**config.mk**
```make
export PLATFORM = sky130hd
export DESIGN_NAME = top_k_score_table
export DESIGN_NICKNAME = d
export VERILOG_FILES = /design/src/rtl/tkst_pkg.sv /design/src/rtl/tkst_ctrl.sv /design/src/rtl/tkst_dp.sv /design/src/rtl/top_k_score_table.sv
export SDC_FILE = /design/constraint.sdc
export NUM_CORES = 2
export LEC_CHECK = 0
export BUFFER_PORTS_ARGS = -buffer_cell sky130_fd_sc_hd__buf_2
export CORE_UTILIZATION = 30
export DETAILED_ROUTE_END_ITERATION = 7
export PLACE_DENSITY = 0.55
export SETUP_SLACK_MARGIN = 0.4
export SLEW_MARGIN = 20
export SYNTH_ARGS = -nofsm -noshare
export SYNTH_HDL_FRONTEND = slang
export SYNTH_SLANG_ARGS = --single-unit
```
**constraint.sdc**
```tcl
create_clock -name clk -period 6.78 [get_ports clk]
set_input_delay 1.017 -clock clk [delete_from_list [all_inputs] [get_ports clk]]
set_output_delay 1.017 -clock clk [all_outputs]
set_load 0.05 [all_outputs]
```
**src/rtl/tkst_pkg.sv**
```systemverilog
// Shared types and constants for the top-k score table.
package tkst_pkg;

	localparam int TABLE_SIZE_DEF = 64;
	localparam int MAX_RESULTS    = 64;
	localparam int SCORE_W        = 32;
	localparam int RANK_W         = 6;
	localparam int COUNT_W        = 7;
	localparam int OP_W           = 2;

	typedef enum logic [OP_W-1:0] {
		OP_INSERT = 2'd0,
		OP_CLEAR  = 2'd1,
		OP_READ   = 2'd2
	} op_t;

	typedef enum logic [2:0] {
		ST_IDLE,
		ST_DISPATCH,
		ST_INS_RD,
		ST_INS_CMP,
		ST_RD_REQ,
		ST_RD_OUT,
		ST_STATUS
	} state_t;

	// controller -> datapath
	typedef struct packed {
		logic latch;
		logic clear;
		logic ins_read;
		logic ins_shift;
		logic ins_place;
		logic rd_read;
		logic rd_emit;
		logic st_emit;
	} ctrl_cmd_t;

	// datapath -> controller
	typedef struct packed {
		logic [OP_W-1:0] op;
		logic            n_zero;
		logic            i_zero;
		logic            above;
		logic            last_entry;
		logic            out_free;
	} dp_stat_t;

endpackage

```
**src/rtl/tkst_ctrl.sv**
```systemverilog
// Sequencer for insert, clear and read transactions of the score table.
module tkst_ctrl (
	input  logic                 clk,
	input  logic                 arst_n,
	input  logic                 in_valid,
	output logic                 in_ready,
	input  tkst_pkg::dp_stat_t   st,
	output tkst_pkg::ctrl_cmd_t  cmd
);
	import tkst_pkg::*;

	state_t state_q;
	state_t state_nxt;

	always_ff @(posedge clk or negedge arst_n) begin
		if (!arst_n) begin
			state_q <= ST_IDLE;
		end else begin
			state_q <= state_nxt;
		end
	end

	// next state
	always_comb begin
		state_nxt = state_q;
		case (state_q)
			ST_IDLE: begin
				if (in_valid) state_nxt = ST_DISPATCH;
			end
			ST_DISPATCH: begin
				case (st.op)
					OP_INSERT: state_nxt = ST_INS_RD;
					OP_READ:   state_nxt = st.n_zero ? ST_STATUS : ST_RD_REQ;
					default:   state_nxt = ST_STATUS;
				endcase
			end
			ST_INS_RD: begin
				state_nxt = st.i_zero ? ST_STATUS : ST_INS_CMP;
			end
			ST_INS_CMP: begin
				state_nxt = st.above ? ST_INS_RD : ST_STATUS;
			end
			ST_RD_REQ: begin
				state_nxt = ST_RD_OUT;
			end
			ST_RD_OUT: begin
				if (st.out_free) state_nxt = st.last_entry ? ST_IDLE : ST_RD_REQ;
			end
			ST_STATUS: begin
				if (st.out_free) state_nxt = ST_IDLE;
			end
			default: state_nxt = ST_IDLE;
		endcase
	end

	// commands
	always_comb begin
		cmd      = '0;
		in_ready = 1'b0;
		case (state_q)
			ST_IDLE: begin
				in_ready  = 1'b1;
				cmd.latch = in_valid;
			end
			ST_DISPATCH: begin
				cmd.clear = (st.op == OP_CLEAR);
			end
			ST_INS_RD: begin
				cmd.ins_place = st.i_zero;
				cmd.ins_read  = !st.i_zero;
			end
			ST_INS_CMP: begin
				cmd.ins_shift = st.above;
				cmd.ins_place = !st.above;
			end
			ST_RD_REQ: begin
				cmd.rd_read = 1'b1;
			end
			ST_RD_OUT: begin
				cmd.rd_emit = st.out_free;
			end
			ST_STATUS: begin
				cmd.st_emit = st.out_free;
			end
			default: begin
				cmd = '0;
			end
		endcase
	end

endmodule

```
**src/rtl/tkst_dp.sv**
```systemverilog
// Datapath: sorted score memory, count, walk indexes and output register.
module tkst_dp #(
	parameter int TABLE_SIZE = tkst_pkg::TABLE_SIZE_DEF
) (
	input  logic                         clk,
	input  logic                         arst_n,
	input  tkst_pkg::ctrl_cmd_t          cmd,
	output tkst_pkg::dp_stat_t           st,
	input  logic [tkst_pkg::OP_W-1:0]    in_op,
	input  logic [tkst_pkg::SCORE_W-1:0] in_score,
	input  logic [tkst_pkg::COUNT_W-1:0] in_read_count,
	output logic                         out_tvalid,
	input  logic                         out_tready,
	output logic [tkst_pkg::SCORE_W-1:0] out_score,
	output logic [tkst_pkg::RANK_W-1:0]  out_rank,
	output logic                         out_valid,
	output logic                         out_last,
	output logic [tkst_pkg::COUNT_W-1:0] out_count
);
	import tkst_pkg::*;

	localparam int CW = $clog2(TABLE_SIZE + 1);
	localparam int AW = (TABLE_SIZE > 1) ? $clog2(TABLE_SIZE) : 1;
	localparam int XW = (CW > COUNT_W) ? CW : COUNT_W;

	logic [SCORE_W-1:0] mem [TABLE_SIZE];
	logic [SCORE_W-1:0] rd_data_q;

	logic [OP_W-1:0]    op_q;
	logic [SCORE_W-1:0] score_q;
	logic [CW-1:0]      held_q;
	logic [CW-1:0]      i_q;
	logic [COUNT_W-1:0] k_q;
	logic [COUNT_W-1:0] n_q;
	logic               tvalid_q;

	logic [CW-1:0]      i_m1;
	logic               i_in_table;
	logic               held_full;
	logic               mem_we;
	logic               mem_re;
	logic [AW-1:0]      waddr;
	logic [AW-1:0]      raddr;
	logic [SCORE_W-1:0] wdata;
	logic [XW-1:0]      held_x;
	logic [XW-1:0]      want_x;
	logic [XW-1:0]      n_x;
	logic               out_free;

	assign i_m1       = i_q - CW'(1);
	assign i_in_table = (i_q != CW'(TABLE_SIZE));
	assign held_full  = (held_q == CW'(TABLE_SIZE));

	// read length: min(read_count, held entries, result cap)
	assign held_x = XW'(held_q);
	assign want_x = XW'(in_read_count);
	always_comb begin
		n_x = want_x;
		if (n_x > held_x) n_x = held_x;
		if (n_x > XW'(MAX_RESULTS)) n_x = XW'(MAX_RESULTS);
	end

	// entries move one slot down while the new score is above them
	assign mem_we = (cmd.ins_shift || cmd.ins_place) && i_in_table;
	assign waddr  = i_q[AW-1:0];
	assign wdata  = cmd.ins_shift ? rd_data_q : score_q;
	assign mem_re = cmd.ins_read || cmd.rd_read;
	assign raddr  = cmd.rd_read ? AW'(k_q) : i_m1[AW-1:0];

	always_ff @(posedge clk) begin
		if (mem_we) mem[waddr] <= wdata;
		if (mem_re) rd_data_q <= mem[raddr];
	end

	always_ff @(posedge clk) begin
		if (cmd.latch) begin
			op_q    <= in_op;
			score_q <= in_score;
			i_q     <= held_q;
			k_q     <= '0;
			n_q     <= COUNT_W'(n_x);
		end else begin
			if (cmd.ins_shift) i_q <= i_m1;
			if (cmd.rd_emit)   k_q <= k_q + COUNT_W'(1);
		end
	end

	always_ff @(posedge clk or negedge arst_n) begin
		if (!arst_n) begin
			held_q <= '0;
		end else if (cmd.clear) begin
			held_q <= '0;
		end else if (cmd.ins_place && !held_full) begin
			held_q <= held_q + CW'(1);
		end
	end

	// output register
	assign out_free = !tvalid_q || out_tready;

	always_ff @(posedge clk or negedge arst_n) begin
		if (!arst_n) begin
			tvalid_q <= 1'b0;
		end else if (cmd.rd_emit || cmd.st_emit) begin
			tvalid_q <= 1'b1;
		end else if (out_tready) begin
			tvalid_q <= 1'b0;
		end
	end

	always_ff @(posedge clk) begin
		if (cmd.rd_emit) begin
			out_score <= rd_data_q;
			out_rank  <= k_q[RANK_W-1:0];
			out_valid <= 1'b1;
			out_last  <= st.last_entry;
			out_count <= COUNT_W'(held_q);
		end else if (cmd.st_emit) begin
			out_score <= '0;
			out_rank  <= '0;
			out_valid <= 1'b0;
			out_last  <= 1'b1;
			out_count <= COUNT_W'(held_q);
		end
	end

	assign out_tvalid = tvalid_q;

	assign st.op         = op_q;
	assign st.n_zero     = (n_q == '0);
	assign st.i_zero     = (i_q == '0);
	assign st.above      = $signed(score_q) > $signed(rd_data_q);
	assign st.last_entry = ((k_q + COUNT_W'(1)) == n_q);
	assign st.out_free   = out_free;

endmodule

```
**src/rtl/top_k_score_table.sv**
```systemverilog
// Top level of the top-k score table: sequencer plus sorted-table datapath.
//
// Usage: one input transaction on the s_ side carries an operation in s_tuser
// (insert, clear, read) with its score and read count in s_tdata. Results
// leave on the m_ side; m_tlast marks the final result of each input
// transaction and m_tuser flags a result that carries a table entry.
// Insert and clear (and the unused op code) give one status result; a read
// gives one result per entry in rank order, or one status result when it
// finds nothing.
// Timing: s_tready is high only while the sequencer is idle, so one input
// transaction is worked on at a time. Insert walks the table from its tail;
// each entry that moves takes one memory read, then one compare and write
// on the single-port score memory; the walk ends when the new score is
// placed, and a status result follows. A read does a memory read, then
// an output load, for each entry that it returns.
// Reset: arst_n empties the table; the memory itself is not cleared, since
// only entries below the count are ever read. Stalls: results sit in one
// output register; while m_tready is low the sequencer holds before its
// next output load and no work is lost.
module top_k_score_table #(
	parameter int TABLE_SIZE = tkst_pkg::TABLE_SIZE_DEF
) (
	input  logic        clk,
	input  logic        arst_n,
	input  logic        s_tvalid,
	output logic        s_tready,
	input  logic [39:0] s_tdata,   // score [31:0], read_count [38:32], zero pad
	input  logic [1:0]  s_tuser,   // op [1:0]
	output logic        m_tvalid,
	input  logic        m_tready,
	output logic [47:0] m_tdata,   // out_score [31:0], out_rank [37:32],
	                               // entry_count [44:38], zero pad
	output logic [0:0]  m_tuser,   // out_valid [0]
	output logic        m_tlast    // out_last
);
	import tkst_pkg::*;

	ctrl_cmd_t          cmd;
	dp_stat_t           st;
	logic [SCORE_W-1:0] out_score;
	logic [RANK_W-1:0]  out_rank;
	logic               out_valid;
	logic [COUNT_W-1:0] out_count;

	tkst_ctrl u_ctrl (
		.clk      (clk),
		.arst_n   (arst_n),
		.in_valid (s_tvalid),
		.in_ready (s_tready),
		.st       (st),
		.cmd      (cmd)
	);

	tkst_dp #(
		.TABLE_SIZE (TABLE_SIZE)
	) u_dp (
		.clk           (clk),
		.arst_n        (arst_n),
		.cmd           (cmd),
		.st            (st),
		.in_op         (s_tuser),
		.in_score      (s_tdata[31:0]),
		.in_read_count (s_tdata[38:32]),
		.out_tvalid    (m_tvalid),
		.out_tready    (m_tready),
		.out_score     (out_score),
		.out_rank      (out_rank),
		.out_valid     (out_valid),
		.out_last      (m_tlast),
		.out_count     (out_count)
	);

	assign m_tdata    = {3'b000, out_count, out_rank, out_score};
	assign m_tuser[0] = out_valid;

endmodule

```
Yosys cells after proc, flatten, opt, wreduce, memory -nomap -nowiden
Memory sizes are Yosys's and may differ from the RTL's. A register that Yosys moved wholly into a read port is not among the register bits.
Index checks and enable logic that the tools add are counted.
{"block": "totals", "ff_bits": 113, "latchBits": 0, "mem_bits_rw": 2048, "mem_bits_ro": 0, "wordCells": 90, "memories": 1}
{"memory": "u_dp.mem", "depth": 64, "word_bits": 32, "rd": 1, "rd_clocked_by_memory_dff": 1, "write_ports": 1, "line_no": "tkst_dp.sv:26", "source": "logic [SCORE_W-1:0] mem [TABLE_SIZE];"}
{"block": "op_classes", "n_addsub": 3, "mul": 0, "div": 0, "n_lt_le_gt_ge": 3, "n_eq_ne": 14, "shifts": 0, "muxes": 37, "bitwise_logic": 0, "reduce_logical": 19}
{"cell": "$mux 32", "n": 3}
{"cell": "$mux 7", "n": 7}
{"cell": "$gt 32x32->1", "n": 1}
{"cell": "$pmux 3 s7", "n": 1}
{"cell": "$mux 3", "n": 6}
{"cell": "$mux 6", "n": 3}
{"cell": "$add 7x1->7 const B", "n": 2}
{"cell": "$logic_not 7->1", "n": 2}
{"cell": "$mux 1", "n": 14}
{"cell": "$eq 3x3->1 const B", "n": 3}
{"cell": "$reduce_bool 2->1", "n": 4}
{"cell": "$eq 7x7->1", "n": 1}
{"cell": "$eq 7x7->1 const B", "n": 1}
{"cell": "$gt 7x7->1", "n": 1}
{"cell": "$gt 7x7->1 const B", "n": 1}
{"cell": "$ne 7x7->1 const B", "n": 1}
{"cell": "$sub 7x1->7 const B", "n": 1}
{"cell": "$eq 3x2->1 const B", "n": 2}
{"cell": "$pmux 3 s2", "n": 1}
{"cell": "$logic_not 1->1", "n": 4}
{"cell": "$logic_or 1x1->1", "n": 4}
{"cell": "$ne 2x1->1 const B", "n": 2}
{"cell": "$eq 3x1->1 const B", "n": 1}
{"cell": "$logic_not 3->1", "n": 1}
{"cell": "other kinds (8)", "n": 9}

Depth between registers and ports, before layout
{"block": "depth", "word_depth": 7, "depth_mapped": 15, "ltp_nobuf": 10}

Hierarchy
Synthesis repeated with hierarchy kept, for this count alone.
{"block": "hier_totals", "cells_unflattened": 6654, "area_unflattened_um2": 88939.0}
{"mod": "tkst_dp", "instances": 1, "cells_per_inst": 6617, "area_per_inst_um2": 88637.5, "seq_area_each_um2": 65643.0}
{"mod": "tkst_ctrl", "instances": 1, "cells_per_inst": 33, "area_per_inst_um2": 275.3, "seq_area_each_um2": 75.1}
{"mod": "top_k_score_table", "instances": 1, "cells_per_inst": 4, "area_per_inst_um2": 26.3, "seq_area_each_um2": 0.0}

Worst setup path before layout
OpenSTA, ideal clock, no wires.
{"block": "synth_timing", "path_type": "reg-to-reg", "start": "register u_dp.i_q[0]", "end": "memory u_dp.mem[0][0], enable pin", "setup_ns": 0.513, "arrival_time_ns": 4.773, "t_required_ns": 6.267, "setup_slack_ns": 1.494, "stages_incl_launch_ff": 9, "n_path_buf": 0, "period_less_slack_ns": 5.286, "cell_sequence": "edfxtp_1 > inv_1 > ha_1 > nand3_1 > nor2_1 > a21o_1 > nand2_1 > nor2_1 > nor4b_1"}
{"block": "synth_between", "elab_chain_len": 6, "word_cells_on_any_way": 7}
{"element": "start: declaration", "line_no": "tkst_dp.sv:32", "source": "logic [CW-1:0] i_q;"}
{"element": "start signal: assignment", "line_no": "tkst_dp.sv:79", "source": "i_q <= held_q;"}
{"element": "start signal: assignment", "line_no": "tkst_dp.sv:83", "source": "if (cmd.ins_shift) i_q <= i_m1;"}
{"element": "$logic_not 7->1", "line_no": "tkst_dp.sv:131", "source": "assign st.i_zero = (i_q == '0);"}
{"element": "$pmux 1 s2", "line_no": "tkst_ctrl.sv:60", "source": "case (state_q)"}
{"element": "$logic_or 1x1->1", "line_no": "tkst_dp.sv:64", "source": "assign mem_we = (cmd.ins_shift || cmd.ins_place) && i_in_table;"}
{"element": "$logic_and 1x1->1", "line_no": "tkst_dp.sv:64"}
{"element": "$mux 1", "line_no": "tkst_dp.sv:71", "source": "if (mem_we) mem[waddr] <= wdata;"}
{"element": "$mux 1 (implied by the code)", "line_no": "tkst_dp.sv:71"}
{"element": "end: declaration", "line_no": "tkst_dp.sv:26"}
Several ways; a longest one is shown, not always the timed one.

Worst setup path after layout
{"block": "layout_timing", "start": "register u_dp.i_q[2]", "end": "register u_dp.rd_data_q[0], read port of u_dp.mem, data pin"}
{"block": "layout_between", "elab_chain_len": 4, "word_cells_on_any_way": 6}
{"element": "branches (longest 4 deep; another with $sub 7x1->7)"}
{"element": "end: declaration", "line_no": "tkst_dp.sv:27", "source": "logic [SCORE_W-1:0] rd_data_q;"}
Parallel ways; which one is timed is not known.
A chain may end at the register's enable or synchronous reset.

==> flow_metrics.env <==
export IMPL_finalWirelength_um=267000
export IMPL_place_gp_congestion=0.8437
export IMPL_placedCellCount=9692
export IMPL_dr_pass1_iters=7
export IMPL_max_cap_viol_count=0
export IMPL_power_uw=48460
export IMPL_power_frac_clock_pct=23.7
export IMPL_vias_per_cell=5.217
export IMPL_worstSkewPairLatency_ns=0.90
export IMPL_num_vias=52710
export IMPL_hp_start="s_tdata[16]"
export IMPL_synth_compound_area_share_pct=3.658
export IMPL_placedInstanceArea_um2=93180
export IMPL_ant_nets=0
export IMPL_die_area_um2=293600
export IMPL_slew_headroom_pct=20.74
export IMPL_synthArstFlopShare_pct=0.5016
export IMPL_startpoint_type="flip-flop"
export IMPL_p_leak_uw=0.03300
export IMPL_synth_fa_ha_area_share_pct=0.6297
export IMPL_cts_made_buffers=219
export IMPL_core_um2=288900
export IMPL_arrival_ns=6.02
export IMPL_status="finished, final reports clean"
export IMPL_powerDensity_nw_per_um2=484.6
export IMPL_final_cell_mix="edfxtp_1, nand2_1, nand3_1"
export IMPL_htree_levels=4
export IMPL_grt_max_degree=99
export IMPL_final_common_cell="edfxtp_1"
export IMPL_synth_edf_count=2174
export IMPL_p_int_uw=28610
export IMPL_holdWs_ns=0.2968
export IMPL_startpoint="u_dp.i_q[2]"
export IMPL_ys_warn_count=0
export IMPL_period_share_pct=79.78
export IMPL_nNetsFinal=6126
export IMPL_fin_area_um2=100000
export IMPL_drv_slew=0
export IMPL_wire_per_inst_um=26.42
export IMPL_die_h_um=541.8
export IMPL_met1_length_um=108800
export IMPL_hpwlAfterDp_um=147800
export IMPL_cts_clk_slew_worst_paths_ns=0.06
export IMPL_clock_tree_root_cell="clkbuf_16"
export IMPL_fmax_mhz=184.9
export IMPL_grt_pass1_vias=50251
export IMPL_yosys_mux_area_fraction_pct=5.457
export IMPL_p_switching_uw=19860
export IMPL_io_buffers=93
export IMPL_cpMostUsedCell="buf_4"
export IMPL_max_stage_delay_ns=0.84
export IMPL_crit_slowest_cell="nand2_1"
export IMPL_worst_pin_slew_ns=1.189
export IMPL_rows=197
export IMPL_clockBufferDepth=3
export IMPL_ys_seq_elements=2193
export IMPL_wl_met3_um=22580
export IMPL_met2_length_um=124900
export IMPL_hp_class="input pin to flip-flop"
export IMPL_period_minus_slack_ns=5.409
export IMPL_pin_count=98
export IMPL_synth_top_family_by_area="simple AND/OR/NAND/NOR gates"
export IMPL_setup_viol=0
export IMPL_path_class="flip-flop to flip-flop"
export IMPL_crit_required_ns=7.39
export IMPL_hold_viol_final=0
export IMPL_start_util_pct=30.26
export IMPL_grt_pass1_wl_um=376600
export IMPL_groute_usage_overall_pct=17.81
export IMPL_worstPathCellList="or3_1 -> or4_1 -> a31oi_4 -> nor2_1 -> buf_4 -> nand2_1 -> buf_4 -> a21oi_1 -> nor4_1 -> or3b_1"
export IMPL_crit_path_end_kind="flip-flop"
export IMPL_rsz0062_at_grt="false"
export IMPL_stdcell_count=10104
export IMPL_power_frac_comb_pct=41.5
export IMPL_avgSynthCellArea_um2=14.86
export IMPL_drt_iter0_drc=6151
export IMPL_die_w_um=541.8
export IMPL_rr_startpoint="u_dp.i_q[2]"
export IMPL_syn_to_final_growth_pct=14.39
export IMPL_fin_worst_skew_ns=0.05082
export IMPL_setup_tns_ns=0
export IMPL_yosysSeqAreaShare_pct=75.17
export IMPL_layout_filler_cells=27658
export IMPL_irDropWorstVdd_mv=0.4267
export IMPL_synthFlopType="edfxtp_1"
export IMPL_r2r_cells=10
export IMPL_antenna_found_initial=14
export IMPL_synthXorXnorAreaFrac_pct=0.2004
export IMPL_syn_area_um2=87430
export IMPL_overflow=0
export IMPL_syn_inst=5883
export IMPL_synth_simple_area_share_pct=12.39
export IMPL_holdPathStages=1
export IMPL_synth_cell_types=78
export IMPL_post_route_drc_count=0
export IMPL_clkSinkCount=2193
export IMPL_cts_tree="done"
export IMPL_critical_path_max_fanout=12
export IMPL_seq_power_share_pct=34.8
export IMPL_swShare_pct=40.98
export IMPL_drive_above_1_share_pct=14.06
export IMPL_cts_resized=0
export IMPL_top_layer_used="met5"
worst paths after layout:
path	end	slack [ns]
worst max register to register	u_dp.rd_data_q[0]	1.37
max in group asynchronous	u_dp.held_q[0]	6.00
worst min-delay path	u_dp.score_q[16]	0.30
worst min register to register	u_dp.out_valid	0.52
min in group asynchronous	u_dp.out_tvalid	0.53
worst max-delay path	u_dp.rd_data_q[0]	1.37
timing repair:
action / in CTS / in global routing
setup buffers: 0 / 0
endpoints found under the hold margin: 11 / 0
hold buffers: 1 / 0
cells by family after synthesis:
group                      count (synthesis)
muxes                                    256
and+or+nand+nor                         2480
AOI/OAI and AO/OA                        467
buffers and inverters                    422
other                                      1
DFF                                     2193
adders and majority gates                 44
xor gates and xnor gates                  20
power by group through the flow:
stage | Combinational [uW] | Clock, uW | Sequential [uW]
2_1_floorplan | 12300 | 0 | 17200
3_5_place_dp | 20000 | 0 | 17100
3_3_place_gp | 19800 | 0 | 17100
5_1_grt | 21400 | 12200 | 16900
4_1_cts | 20100 | 11700 | 16800
6_report | 20100 | 11500 | 16800
critical path: cells and delay by family, from the launching register on:
family | cells | cell delay [ns]
AOI/OAI and AO/OA | 2 | 0.55
buffers and inverters | 2 | 0.59
and+or+nand+nor | 6 | 3.42
DFF | 1 | 0.54
registers in the layout, summed over array words and instances, names as in the netlist:
signal	flops
u_ctrl.state_q	3
u_dp.held_q	7
u_dp.out_tvalid	1
u_dp.out_score	32
u_dp.op_q	2
u_dp.out_count	7
u_dp.out_last	1
u_dp.k_q	7
u_dp.out_valid	1
u_dp.out_rank	6
u_dp.i_q	7
u_dp.rd_data_q	32
u_dp.n_q	7
u_dp.mem	2048
u_dp.score_q	32
layer usage:
layer	global-route usage, %	vias to the layer above
met4	6.891	6
met5	0	-
li1	-	22553
met2	28.49	2466
met1	24.12	27226
met3	3.023	459
stage by stage:
| stage | setup WS, ns | util [%] |
|---|---|---|
| final | 1.371 | 34.62 |
| after global routing | 1.289 | 34.61 |
| after floorplan | 1.494 | - |
| after CTS | 1.443 | 34.59 |
| after global placement | 1.495 | 32.25 |
| after detailed placement | 1.473 | 32.25 |
synth_stat cells (8+ instances only):
cell         n  area, um^2
nor3_1      40       200.2
or3b_1       8       70.07
buf_4       40       300.3
dfrtp_1     11       275.3
nand3_1    590        2953
and3_1     108       675.7
mux2i_1     51       510.5
edfxtp_1  2174       65280
buf_6       21       236.5
buf_1       43       161.4
or3_1        9       56.30
nor4_1      18       112.6
and2_1      12       75.07
xnor2_1      8       70.07
o22ai_1     30       187.7
nand2_1   1468        5510
o21ai_0     33       165.2
mux2_2      33       371.6
nand4_1     56       350.3
a31oi_1    126       788.3
a311oi_1    77       674.4
a32oi_1     28       245.2
ha_1        44       550.5
or4_1       14       105.1
xor2_1      12       105.1
clkbuf_1    95       356.6
dfxtp_1      8       160.2
nor2_1     123       461.7
buf_2      168       840.8
a21oi_1    101       505.5
a211oi_1    15       112.6
mux4_2     163        3671
inv_1       48       180.2
area by class of cell:
type / instances / area [um^2] / area share [%]
Clock buffer: 277 / 5698 / 5.698
Clock inverter: 126 / 1044 / 1.043
Multi-Input combinational cell: 3270 / 20130 / 20.13
Tap cell: 3880 / 4855 / 4.854
Antenna cell: 6 / 15.01 / 0.01501
Timing Repair Buffer: 303 / 2365 / 2.365
Inverter: 49 / 185.2 / 0.1852
Sequential cell: 2193 / 65720 / 65.71
No activity file was read; power rests on OpenSTA's default activity.
